`src/rtl/fwbc_pkg.sv`:
```
`timescale 1ns / 1ps
`default_nettype none

package fwbc_pkg;

  localparam int SLOTS_DEF      = 32;
  localparam int INDEX_BITS_DEF = 20;
  localparam int BLOCK_W        = 20;
  localparam int SLOT_W         = 5;
  localparam int STAMP_W        = 32;

  localparam logic [1:0] CMD_READ   = 2'd0;
  localparam logic [1:0] CMD_WRITE  = 2'd1;
  localparam logic [1:0] CMD_COMMIT = 2'd2;

  localparam logic [1:0] ACT_HIT  = 2'd0;
  localparam logic [1:0] ACT_LOAD = 2'd1;
  localparam logic [1:0] ACT_WB   = 2'd2;
  localparam logic [1:0] ACT_META = 2'd3;

  typedef enum logic [2:0] {
    ST_IDLE,
    ST_SCAN,
    ST_PICK,
    ST_READ,
    ST_EVAL,
    ST_META,
    ST_LOAD
  } state_t;

  typedef enum logic [2:0] {
    OP_NONE,
    OP_CAPTURE,
    OP_SCAN,
    OP_PICK,
    OP_READ,
    OP_EVAL,
    OP_META,
    OP_LOAD
  } dp_op_t;

  typedef struct packed {
    dp_op_t op;
  } dp_ctl_t;

  typedef struct packed {
    logic is_commit;
    logic found;
    logic vic_dirty;
    logic out_free;
  } dp_sts_t;

endpackage

`default_nettype wire

```
`src/rtl/fifo_writeback_block_cache.sv`:
```
// Directory of a fully associative write-back block cache with FIFO replacement.
// Input channel in_*: one item is a read access, a write access or a commit.
// Result channel out_*: each item yields one or more results; out_last marks
// the final one. An unused command code is taken and yields no result.
// Tags are compared against all slots at once; the first match in ring order
// from the victim pointer is chosen, then the slot's stamp is read from a
// single-port stamp memory with a registered read.
// A hit yields one result. A miss on a clean victim yields a load; a miss on a
// dirty victim yields a write-back, a metadata result and a load. A commit
// yields one write-back for each dirty slot, one write-back per scan of the
// dirty bits, and then a metadata result as the final one.
// One item is processed at a time; in_stall is low only while idle, but a new
// item is taken while the last result still waits in the output register.
// When out_stall is high, the result is held and the controller waits before
// producing the next one. Reset empties the output register and leaves every
// slot holding block 0, clean, with a zero stamp, and the victim pointer at 0.
`timescale 1ns / 1ps
`default_nettype none

module fifo_writeback_block_cache
  import fwbc_pkg::*;
#(
  parameter int SLOTS      = SLOTS_DEF,
  parameter int INDEX_BITS = INDEX_BITS_DEF
) (
  input  wire logic               clk,
  input  wire logic               rst_n,
  input  wire logic               in_valid,
  output logic                    in_stall,
  input  wire logic [1:0]         in_cmd,
  input  wire logic [BLOCK_W-1:0] in_block_index,
  input  wire logic [STAMP_W-1:0] in_meta_seconds,
  input  wire logic [STAMP_W-1:0] in_meta_count,
  input  wire logic [STAMP_W-1:0] in_now_seconds,
  output logic                    out_valid,
  input  wire logic               out_stall,
  output logic [1:0]              out_action,
  output logic [SLOT_W-1:0]       out_slot,
  output logic [BLOCK_W-1:0]      out_target_block,
  output logic [STAMP_W-1:0]      out_stamp_seconds,
  output logic [STAMP_W-1:0]      out_stamp_count,
  output logic                    out_last
);

  dp_ctl_t ctl;
  dp_sts_t sts;

  fwbc_ctrl u_ctrl (
    .clk      (clk),
    .rst_n    (rst_n),
    .in_valid (in_valid),
    .in_cmd   (in_cmd),
    .in_stall (in_stall),
    .sts      (sts),
    .ctl      (ctl)
  );

  fwbc_dpath #(
    .SLOTS      (SLOTS),
    .INDEX_BITS (INDEX_BITS)
  ) u_dpath (
    .clk               (clk),
    .rst_n             (rst_n),
    .ctl               (ctl),
    .sts               (sts),
    .in_cmd            (in_cmd),
    .in_block_index    (in_block_index),
    .in_meta_seconds   (in_meta_seconds),
    .in_meta_count     (in_meta_count),
    .in_now_seconds    (in_now_seconds),
    .out_valid         (out_valid),
    .out_stall         (out_stall),
    .out_action        (out_action),
    .out_slot          (out_slot),
    .out_target_block  (out_target_block),
    .out_stamp_seconds (out_stamp_seconds),
    .out_stamp_count   (out_stamp_count),
    .out_last          (out_last)
  );

  a_commit_busy: assert property (@(posedge clk) disable iff (!rst_n)
    in_valid && !in_stall && in_cmd == CMD_COMMIT |=> in_stall)
    else $error("Commit item did not start processing.");

  a_unused_idle: assert property (@(posedge clk) disable iff (!rst_n)
    in_valid && !in_stall && in_cmd != CMD_READ && in_cmd != CMD_WRITE &&
    in_cmd != CMD_COMMIT |=> !in_stall)
    else $error("Unused command did not return to idle.");

  a_emit_free: assert property (@(posedge clk) disable iff (!rst_n)
    (ctl.op == OP_EVAL || ctl.op == OP_META || ctl.op == OP_LOAD) |-> sts.out_free)
    else $error("Result produced while the output register was occupied.");

  a_last_idle: assert property (@(posedge clk) disable iff (!rst_n)
    $rose(out_valid) && out_last && !(ctl.op == OP_EVAL && sts.is_commit) |-> !in_stall)
    else $error("Final result produced but controller not idle.");

endmodule

`default_nettype wire

```
`src/rtl/fwbc_ctrl.sv`:
```
`timescale 1ns / 1ps
`default_nettype none

module fwbc_ctrl
  import fwbc_pkg::*;
(
  input  wire logic       clk,
  input  wire logic       rst_n,
  input  wire logic       in_valid,
  input  wire logic [1:0] in_cmd,
  output logic            in_stall,
  input  wire dp_sts_t    sts,
  output dp_ctl_t         ctl
);

  state_t state_r;
  state_t state_nxt;

  always_ff @(posedge clk) begin
    if (!rst_n) begin
      state_r <= ST_IDLE;
    end else begin
      state_r <= state_nxt;
    end
  end

  always_comb begin
    state_nxt = state_r;
    case (state_r)
      ST_IDLE: begin
        if (in_valid && (in_cmd == CMD_READ || in_cmd == CMD_WRITE ||
                         in_cmd == CMD_COMMIT)) begin
          state_nxt = ST_SCAN;
        end
      end
      ST_SCAN: state_nxt = ST_PICK;
      ST_PICK: state_nxt = ST_READ;
      ST_READ: begin
        state_nxt = (sts.is_commit && !sts.found) ? ST_META : ST_EVAL;
      end
      ST_EVAL: begin
        if (sts.out_free) begin
          if (sts.is_commit) begin
            state_nxt = ST_SCAN;
          end else if (sts.found) begin
            state_nxt = ST_IDLE;
          end else if (sts.vic_dirty) begin
            state_nxt = ST_META;
          end else begin
            state_nxt = ST_LOAD;
          end
        end
      end
      ST_META: begin
        if (sts.out_free) begin
          state_nxt = sts.is_commit ? ST_IDLE : ST_LOAD;
        end
      end
      ST_LOAD: begin
        if (sts.out_free) begin
          state_nxt = ST_IDLE;
        end
      end
      default: state_nxt = ST_IDLE;
    endcase
  end

  always_comb begin
    ctl.op   = OP_NONE;
    in_stall = 1'b1;
    case (state_r)
      ST_IDLE: begin
        in_stall = 1'b0;
        if (in_valid) begin
          ctl.op = OP_CAPTURE;
        end
      end
      ST_SCAN: ctl.op = OP_SCAN;
      ST_PICK: ctl.op = OP_PICK;
      ST_READ: ctl.op = OP_READ;
      ST_EVAL: ctl.op = sts.out_free ? OP_EVAL : OP_NONE;
      ST_META: ctl.op = sts.out_free ? OP_META : OP_NONE;
      ST_LOAD: ctl.op = sts.out_free ? OP_LOAD : OP_NONE;
      default: ctl.op = OP_NONE;
    endcase
  end

endmodule

`default_nettype wire

```
`src/rtl/fwbc_dpath.sv`:
```
`timescale 1ns / 1ps
`default_nettype none

module fwbc_dpath
  import fwbc_pkg::*;
#(
  parameter int SLOTS      = SLOTS_DEF,
  parameter int INDEX_BITS = INDEX_BITS_DEF
) (
  input  wire logic               clk,
  input  wire logic               rst_n,
  input  wire dp_ctl_t            ctl,
  output dp_sts_t                 sts,
  input  wire logic [1:0]         in_cmd,
  input  wire logic [BLOCK_W-1:0] in_block_index,
  input  wire logic [STAMP_W-1:0] in_meta_seconds,
  input  wire logic [STAMP_W-1:0] in_meta_count,
  input  wire logic [STAMP_W-1:0] in_now_seconds,
  output logic                    out_valid,
  input  wire logic               out_stall,
  output logic [1:0]              out_action,
  output logic [SLOT_W-1:0]       out_slot,
  output logic [BLOCK_W-1:0]      out_target_block,
  output logic [STAMP_W-1:0]      out_stamp_seconds,
  output logic [STAMP_W-1:0]      out_stamp_count,
  output logic                    out_last
);

  localparam int PTR_W = $clog2(SLOTS);
  localparam int TAG_W = (INDEX_BITS < BLOCK_W) ? INDEX_BITS : BLOCK_W;

  logic [1:0]           cmd_r;
  logic [TAG_W-1:0]     idx_r;
  logic [STAMP_W-1:0]   ms_r;
  logic [STAMP_W-1:0]   mc_r;
  logic [STAMP_W-1:0]   now_r;

  logic [TAG_W-1:0]     tag_r [SLOTS];
  logic [SLOTS-1:0]     dirty_r;
  logic [SLOTS-1:0]     val_r;
  logic [2*STAMP_W-1:0] stamp_mem [SLOTS];
  logic [2*STAMP_W-1:0] rd_r;
  logic                 rd_val_r;

  logic [SLOTS-1:0]     vec_r;
  logic [PTR_W-1:0]     sel_r;
  logic                 found_r;
  logic [PTR_W-1:0]     vp_r;
  logic [STAMP_W-1:0]   meta_s_r;
  logic [STAMP_W-1:0]   meta_c_r;

  logic                 out_valid_r;
  logic [1:0]           out_action_r;
  logic [SLOT_W-1:0]    out_slot_r;
  logic [BLOCK_W-1:0]   out_block_r;
  logic [STAMP_W-1:0]   out_s_r;
  logic [STAMP_W-1:0]   out_c_r;
  logic                 out_last_r;

  logic [SLOTS-1:0]     match_vec;
  logic                 lo_hit;
  logic                 hi_hit;
  logic [PTR_W-1:0]     lo_idx;
  logic [PTR_W-1:0]     hi_idx;
  logic [PTR_W-1:0]     pick_idx;

  logic [STAMP_W-1:0]   rd_s;
  logic [STAMP_W-1:0]   rd_c;
  logic                 stale;
  logic [STAMP_W-1:0]   wb_c;
  logic [STAMP_W-1:0]   meta_nc;
  logic                 is_write;
  logic                 is_commit;
  logic                 out_free;

  logic                 emit;
  logic [1:0]           e_act;
  logic [SLOT_W-1:0]    e_slot;
  logic [BLOCK_W-1:0]   e_blk;
  logic [STAMP_W-1:0]   e_s;
  logic [STAMP_W-1:0]   e_c;
  logic                 e_last;
  logic                 mem_we;
  logic [2*STAMP_W-1:0] mem_wd;
  logic                 dirty_we;
  logic                 dirty_wv;
  logic                 tag_we;
  logic                 vp_adv;
  logic                 meta_we;

  assign is_write  = (cmd_r == CMD_WRITE);
  assign is_commit = (cmd_r == CMD_COMMIT);
  assign out_free  = !out_valid_r || !out_stall;

  assign sts.is_commit = is_commit;
  assign sts.found     = found_r;
  assign sts.vic_dirty = dirty_r[sel_r];
  assign sts.out_free  = out_free;

  always_comb begin
    for (int i = 0; i < SLOTS; i++) begin
      match_vec[i] = (tag_r[i] == idx_r);
    end
  end

  // First set bit in ring order, starting at the victim pointer.
  always_comb begin
    lo_hit = 1'b0;
    hi_hit = 1'b0;
    lo_idx = '0;
    hi_idx = '0;
    for (int i = SLOTS - 1; i >= 0; i--) begin
      if (vec_r[i]) begin
        lo_hit = 1'b1;
        lo_idx = PTR_W'(i);
        if (PTR_W'(i) >= vp_r) begin
          hi_hit = 1'b1;
          hi_idx = PTR_W'(i);
        end
      end
    end
    pick_idx = hi_hit ? hi_idx : lo_idx;
  end

  assign rd_s    = rd_val_r ? rd_r[2*STAMP_W-1:STAMP_W] : '0;
  assign rd_c    = rd_val_r ? rd_r[STAMP_W-1:0] : '0;
  assign stale   = {ms_r, mc_r} > {rd_s, rd_c};
  assign wb_c    = (now_r == rd_s) ? rd_c + STAMP_W'(1) : '0;
  assign meta_nc = (now_r == meta_s_r) ? meta_c_r + STAMP_W'(1) : '0;

  always_comb begin
    emit     = 1'b0;
    e_act    = ACT_HIT;
    e_slot   = SLOT_W'(sel_r);
    e_blk    = BLOCK_W'(tag_r[sel_r]);
    e_s      = rd_s;
    e_c      = rd_c;
    e_last   = 1'b1;
    mem_we   = 1'b0;
    mem_wd   = {ms_r, mc_r};
    dirty_we = 1'b0;
    dirty_wv = is_write;
    tag_we   = 1'b0;
    vp_adv   = 1'b0;
    meta_we  = 1'b0;
    case (ctl.op)
      OP_EVAL: begin
        if (is_commit || (!found_r && dirty_r[sel_r])) begin
          emit     = 1'b1;
          e_act    = ACT_WB;
          e_s      = now_r;
          e_c      = wb_c;
          e_last   = 1'b0;
          mem_we   = 1'b1;
          mem_wd   = {now_r, wb_c};
          dirty_we = 1'b1;
          dirty_wv = 1'b0;
        end else if (found_r) begin
          emit = 1'b1;
          if (stale) begin
            e_act    = ACT_LOAD;
            e_blk    = BLOCK_W'(idx_r);
            e_s      = ms_r;
            e_c      = mc_r;
            mem_we   = 1'b1;
            dirty_we = 1'b1;
          end else begin
            dirty_we = is_write;
            dirty_wv = 1'b1;
          end
        end
      end
      OP_META: begin
        emit    = 1'b1;
        e_act   = ACT_META;
        e_slot  = '0;
        e_blk   = '0;
        e_s     = now_r;
        e_c     = meta_nc;
        e_last  = is_commit;
        meta_we = 1'b1;
      end
      OP_LOAD: begin
        emit     = 1'b1;
        e_act    = ACT_LOAD;
        e_blk    = BLOCK_W'(idx_r);
        e_s      = ms_r;
        e_c      = mc_r;
        mem_we   = 1'b1;
        dirty_we = 1'b1;
        tag_we   = 1'b1;
        vp_adv   = 1'b1;
      end
      default: emit = 1'b0;
    endcase
  end

  always_ff @(posedge clk) begin
    if (ctl.op == OP_CAPTURE) begin
      cmd_r <= in_cmd;
      idx_r <= TAG_W'(in_block_index);
      ms_r  <= in_meta_seconds;
      mc_r  <= in_meta_count;
      now_r <= in_now_seconds;
    end
    if (ctl.op == OP_SCAN) begin
      vec_r <= is_commit ? dirty_r : match_vec;
    end
    if (ctl.op == OP_PICK) begin
      found_r <= lo_hit;
      sel_r   <= lo_hit ? pick_idx : vp_r;
    end
  end

  always_ff @(posedge clk) begin
    if (ctl.op == OP_READ) begin
      rd_r     <= stamp_mem[sel_r];
      rd_val_r <= val_r[sel_r];
    end
    if (mem_we) begin
      stamp_mem[sel_r] <= mem_wd;
    end
  end

  always_ff @(posedge clk) begin
    if (!rst_n) begin
      for (int i = 0; i < SLOTS; i++) begin
        tag_r[i] <= '0;
      end
      dirty_r  <= '0;
      val_r    <= '0;
      vp_r     <= '0;
      meta_s_r <= '0;
      meta_c_r <= '0;
    end else begin
      if (tag_we) begin
        tag_r[sel_r] <= idx_r;
      end
      if (dirty_we) begin
        dirty_r[sel_r] <= dirty_wv;
      end
      if (mem_we) begin
        val_r[sel_r] <= 1'b1;
      end
      if (vp_adv) begin
        vp_r <= (vp_r == PTR_W'(SLOTS - 1)) ? '0 : vp_r + PTR_W'(1);
      end
      if (meta_we) begin
        meta_s_r <= now_r;
        meta_c_r <= meta_nc;
      end
    end
  end

  always_ff @(posedge clk) begin
    if (!rst_n) begin
      out_valid_r <= 1'b0;
    end else if (emit) begin
      out_valid_r <= 1'b1;
    end else if (!out_stall) begin
      out_valid_r <= 1'b0;
    end
  end

  always_ff @(posedge clk) begin
    if (emit) begin
      out_action_r <= e_act;
      out_slot_r   <= e_slot;
      out_block_r  <= e_blk;
      out_s_r      <= e_s;
      out_c_r      <= e_c;
      out_last_r   <= e_last;
    end
  end

  assign out_valid         = out_valid_r;
  assign out_action        = out_action_r;
  assign out_slot          = out_slot_r;
  assign out_target_block  = out_block_r;
  assign out_stamp_seconds = out_s_r;
  assign out_stamp_count   = out_c_r;
  assign out_last          = out_last_r;

endmodule

`default_nettype wire
```
`config.mk`:
```
export PLATFORM = sky130hd
export DESIGN_NAME = fifo_writeback_block_cache
export DESIGN_NICKNAME = d
export VERILOG_FILES = /design/src/rtl/fwbc_pkg.sv /design/src/rtl/fifo_writeback_block_cache.sv /design/src/rtl/fwbc_ctrl.sv /design/src/rtl/fwbc_dpath.sv
export SDC_FILE = /design/constraint.sdc
export NUM_CORES = 2
export LEC_CHECK = 0
export BUFFER_PORTS_ARGS = -buffer_cell sky130_fd_sc_hd__buf_4
export CORE_UTILIZATION = 58
export CTS_CLUSTER_DIAMETER = 150
export DETAILED_ROUTE_END_ITERATION = 10
export PLACE_DENSITY = 0.79
export SETUP_SLACK_MARGIN = 0.15
export SYNTH_ARGS = -nofsm -noshare
export SYNTH_HDL_FRONTEND = slang
export SYNTH_SLANG_ARGS = --single-unit
```
`constraint.sdc`:
```
create_clock -name clk -period 9.5 [get_ports clk]
set_input_delay 0 -clock clk [delete_from_list [all_inputs] [get_ports clk]]
set_output_delay 0 -clock clk [all_outputs]
set_load 0.02 [all_outputs]
```
==> results.yml <==
grt:
  grt_pass1_vias: 83762
  grt_max_degree: 170
  met2_usage: 0.575
  antenna_found_initial: 31
  busiest_layer: "met2"
  grt-ovfl-total: 0
  use_met3: 0.103
  grt_pass1_wl_mm: 627
  grtUsageMet1: 0.479
  grtUsageTotal: 0.374
setup_path:
  slowest_stage: "nor2_4"
  crit_type: "register to register"
  cp-end-kind: "register"
  critical-path-top-delay-family: "simple AND/OR/NAND/NOR gates"
  crit_top_cell: "buf_4"
  critPathMaxFanout: 71
  worst-path-buf-inv: 3
  max_stage_delay_ns: 0.93
  worstPathCellList: "buf_4 > nand2_1 > ha_1 > nand4_1 > nor3_1 > nor3b_2 > a21oi_1 > a21oi_4 > o311ai_4 > buf_4 > nor2_4 > buf_4"
  cp_data_arrival_time_ns: 7.93
  start_kind: "register"
  cp.required_ns: 10.07
sta:
  fin_hold_ws_ns: 0.186
  fin_tns_setup_ns: 0
  maxSlewHeadroom: 0.00723
  fin_crit_ns: 7.35
  fin_worst_skew_ns: 0.0953
  worst_pin_slew_ns: 1.49
  setup_viol: 0
  setup_ws_ns: 2.15
  period_share: 0.774
  maxSlewViolCount: 0
  grt_setup_unrepaired: "no"
  finalHoldViolCount: 0
  fmax_mhz: 136
yosys:
  synth_ff_type: "edfxtp_1"
  ys_warn_count: 0
  synth_area_um2: 137000
  yosysTopAreaCell: "edfxtp_1"
  async_flop_share: 0
  synth_top_cell_area_share: 0.656
  synth_cell_types: 92
  syn_nets: 8488
  yosys_register_bits: 3143
  synth_edf_count: 3001
  synth_cells: 8296
  yosys-top-cells-area: "edfxtp_1 (66%), mux4_2 (12%), and2_1 (3.1%)"
  ys_seq_area_frac: 0.676
  avgSynthCellArea_um2: 16.6
floorplan:
  num_rows: 178
  ioPinCount: 216
  die_w_um: 489
  die_h_um: 489
  dieArea_um2: 239000
  core_um2: 235000
  initial_utilization: 0.584
cts:
  cts_sinks: 3143
  cts_buffers: 327
  clkLatencyLatePin_ns: 0.99
  cts_tree: "built"
  clock_path_buffers: 4
  cts-root-buf: "clkbuf_16"
  path_clk_slew_ns: 0.06
  postCtsSetupRepairBufs: 0
  cts_resized: 0
  h-tree-depth: 5
placement:
  place_inst: 11253
  gp_congestion: 0.933
  dpl.hpwl_mm: 263
  dpl_cell_area_um2: 143000
  port_buffers: 215
  dp_slack_ns: 2.39
drt:
  wl_per_cell_um: 37.1
  postRouteAntennaNets: 0
  drc: 0
  wl_mm: 449
  drtPass1Iterations: 9
  vias: 85980
  drt_iter0_drc: 14244
  vias_per_cell: 7.12
worst_hold_path:
  hold_path_class: "primary input to register"
power_and_ir_drop:
  power_density_nw_per_um2: 207
  p_sw_mw: 8.12
  vdd_drop_max_mv: 0.263
  switching_share: 0.252
  seqPwrFrac: 0.494
  p_int_mw: 24.1
  p_clk_frac: 0.396
  combPwrFrac: 0.110
  power.leakage_nw: 51.0
status:
  status: "finished with violations"
  violations: "max-capacitance violations"
finish:
  finalInstanceArea_um2: 156000
  layoutNonFillerInstCount: 12077
  drive_gt1_frac: 0.202
  area_growth_pct: 13.3
  nets: 8867
run:
  maxCapViolCount: 1
Yosys cell counts, types with 7 or more instances:
| library cell | count |
|---|---|
| o21ai_0 | 201 |
| nor2b_1 | 27 |
| mux4_2 | 722 |
| nand3_1 | 121 |
| inv_1 | 52 |
| o22ai_1 | 43 |
| o211ai_1 | 43 |
| inv_2 | 9 |
| o41ai_1 | 32 |
| a211oi_1 | 16 |
| nor2_1 | 152 |
| ha_1 | 70 |
| mux2i_1 | 43 |
| a21oi_1 | 97 |
| a22oi_1 | 260 |
| a21o_1 | 15 |
| or3_1 | 12 |
| a221oi_1 | 74 |
| dfxtp_1 | 142 |
| nand4_1 | 152 |
| a31oi_1 | 12 |
| buf_2 | 53 |
| buf_1 | 88 |
| o31ai_1 | 57 |
| nand2b_1 | 11 |
| buf_4 | 12 |
| o2111ai_1 | 7 |
| nand2_1 | 372 |
| and2_1 | 686 |
| nor3b_1 | 14 |
| nor4_1 | 113 |
| xnor2_1 | 312 |
| nand4b_1 | 8 |
| nor3_1 | 38 |
| clkbuf_1 | 466 |
| and3_1 | 40 |
| a21boi_0 | 62 |
| edfxtp_1 | 3001 |
| o21a_1 | 59 |
| mux2_2 | 49 |
| xor2_1 | 435 |
metal layers:
| metal | wire (µm) | share of wire | vias up |
|---|---|---|---|
| met5 | 241 | 0.00054 | - |
| met4 | 32000 | 0.071 | 34 |
| met3 | 60600 | 0.14 | 1582 |
| met2 | 206000 | 0.46 | 7739 |
| met1 | 150000 | 0.33 | 43227 |
| li1 | - | - | 33398 |
stage by stage:
stage               power [mW]   util
global route              32.7  0.662
CTS                       32.0  0.661
detailed placement        19.5  0.608
finish                    32.2  0.662
floorplan                 18.1      -
global placement          19.4  0.608
cells in the final DEF (no fill, tap or decap), drive strengths merged, types with 142 or more instances in the layout:
cell type and n:
buf 433, xor2 435, xnor2 312, o21ai 205, mux4 722, dfxtp 142, clkbuf 406, nand4 152
nor2 156, and2 690, dlygate4sd3 240, edfxtp 3001, nand2 373, a22oi 260
registers in the layout, summed over array words and instances, names as in the netlist, 3 cells and up, named ones only:
signal and flops:
u_dpath.out_stamp_seconds 32, u_ctrl.state_r 3, u_dpath.vec_r 32, u_dpath.meta_s_r 32, u_dpath.dirty_r 32, u_dpath.out_slot 5, u_dpath.tag_r 640, u_dpath.sel_r 5
u_dpath.stamp_mem 2048, u_dpath.vp_r 5, u_dpath.rd_r 64, u_dpath.idx_r 20, u_dpath.val_r 32, u_dpath.now_r 32, u_dpath.out_target_block 20, u_dpath.ms_r 32
u_dpath.mc_r 32, u_dpath.out_stamp_count 32, u_dpath.meta_c_r 32
path summary, 6_finish.rpt:
path	startpoint	end	cells after the start	slack, ns
hold reg to reg	u_dpath.val_r[19]	u_dpath.val_r[19]	1	0.47
setup / recovery	u_dpath.rd_val_r	u_dpath.stamp_mem[22][2]	12	2.15
setup reg to reg	u_dpath.rd_val_r	u_dpath.stamp_mem[22][2]	12	2.15
hold / removal	out_stall	u_dpath.out_valid	5	0.19
logic make-up after synthesis:
group                    count (synthesis)  share of synthesized area
AND/OR/NAND/NOR                       1794                     0.0717
AO/OA/AOI/OAI                         1041                     0.0530
buffers and inverters                  687                     0.0197
XOR/XNOR                               747                     0.0476
adder cells (fa/ha/maj)                 70                    0.00637
flip-flops                            3143                      0.676
multiplexers                           814                      0.125
power by group through the flow:
stage | Combinational [mW] | Sequential [mW] | Clock [mW]
3_3_place_gp | 3.25 | 16.2 | 0
5_1_grt | 3.62 | 15.9 | 13.2
2_1_floorplan | 2.10 | 16.0 | 0
6_report | 3.54 | 15.9 | 12.7
4_1_cts | 3.43 | 15.9 | 12.7
3_5_place_dp | 3.30 | 16.2 | 0
worst register-to-register path: cells and delay by family (launching register included):
| family | cells | cell delay, ns |
|---|---|---|
| simple gates | 5 | 3.22 |
| flops | 1 | 0.32 |
| buf+inv | 3 | 1.74 |
| compound gates | 3 | 1.20 |
| fa+ha+maj | 1 | 0.49 |
cell type report:
class,count,area (µm²)
sequential,3143,93000
fill,14934,79600
multi-input combinational,4466,42500
clock buffer,406,8690
timing repair buffer,673,5820
tap,3150,3940
clock inverter,161,1540
inverter,64,240
antenna,14,35.0
timing repair:
item,in CTS,in global routing
hold endpoints to repair,288,0
endpoints found under the setup margin,0,0
hold buffers,240,0
No activity file was read; power rests on OpenSTA's default activity.
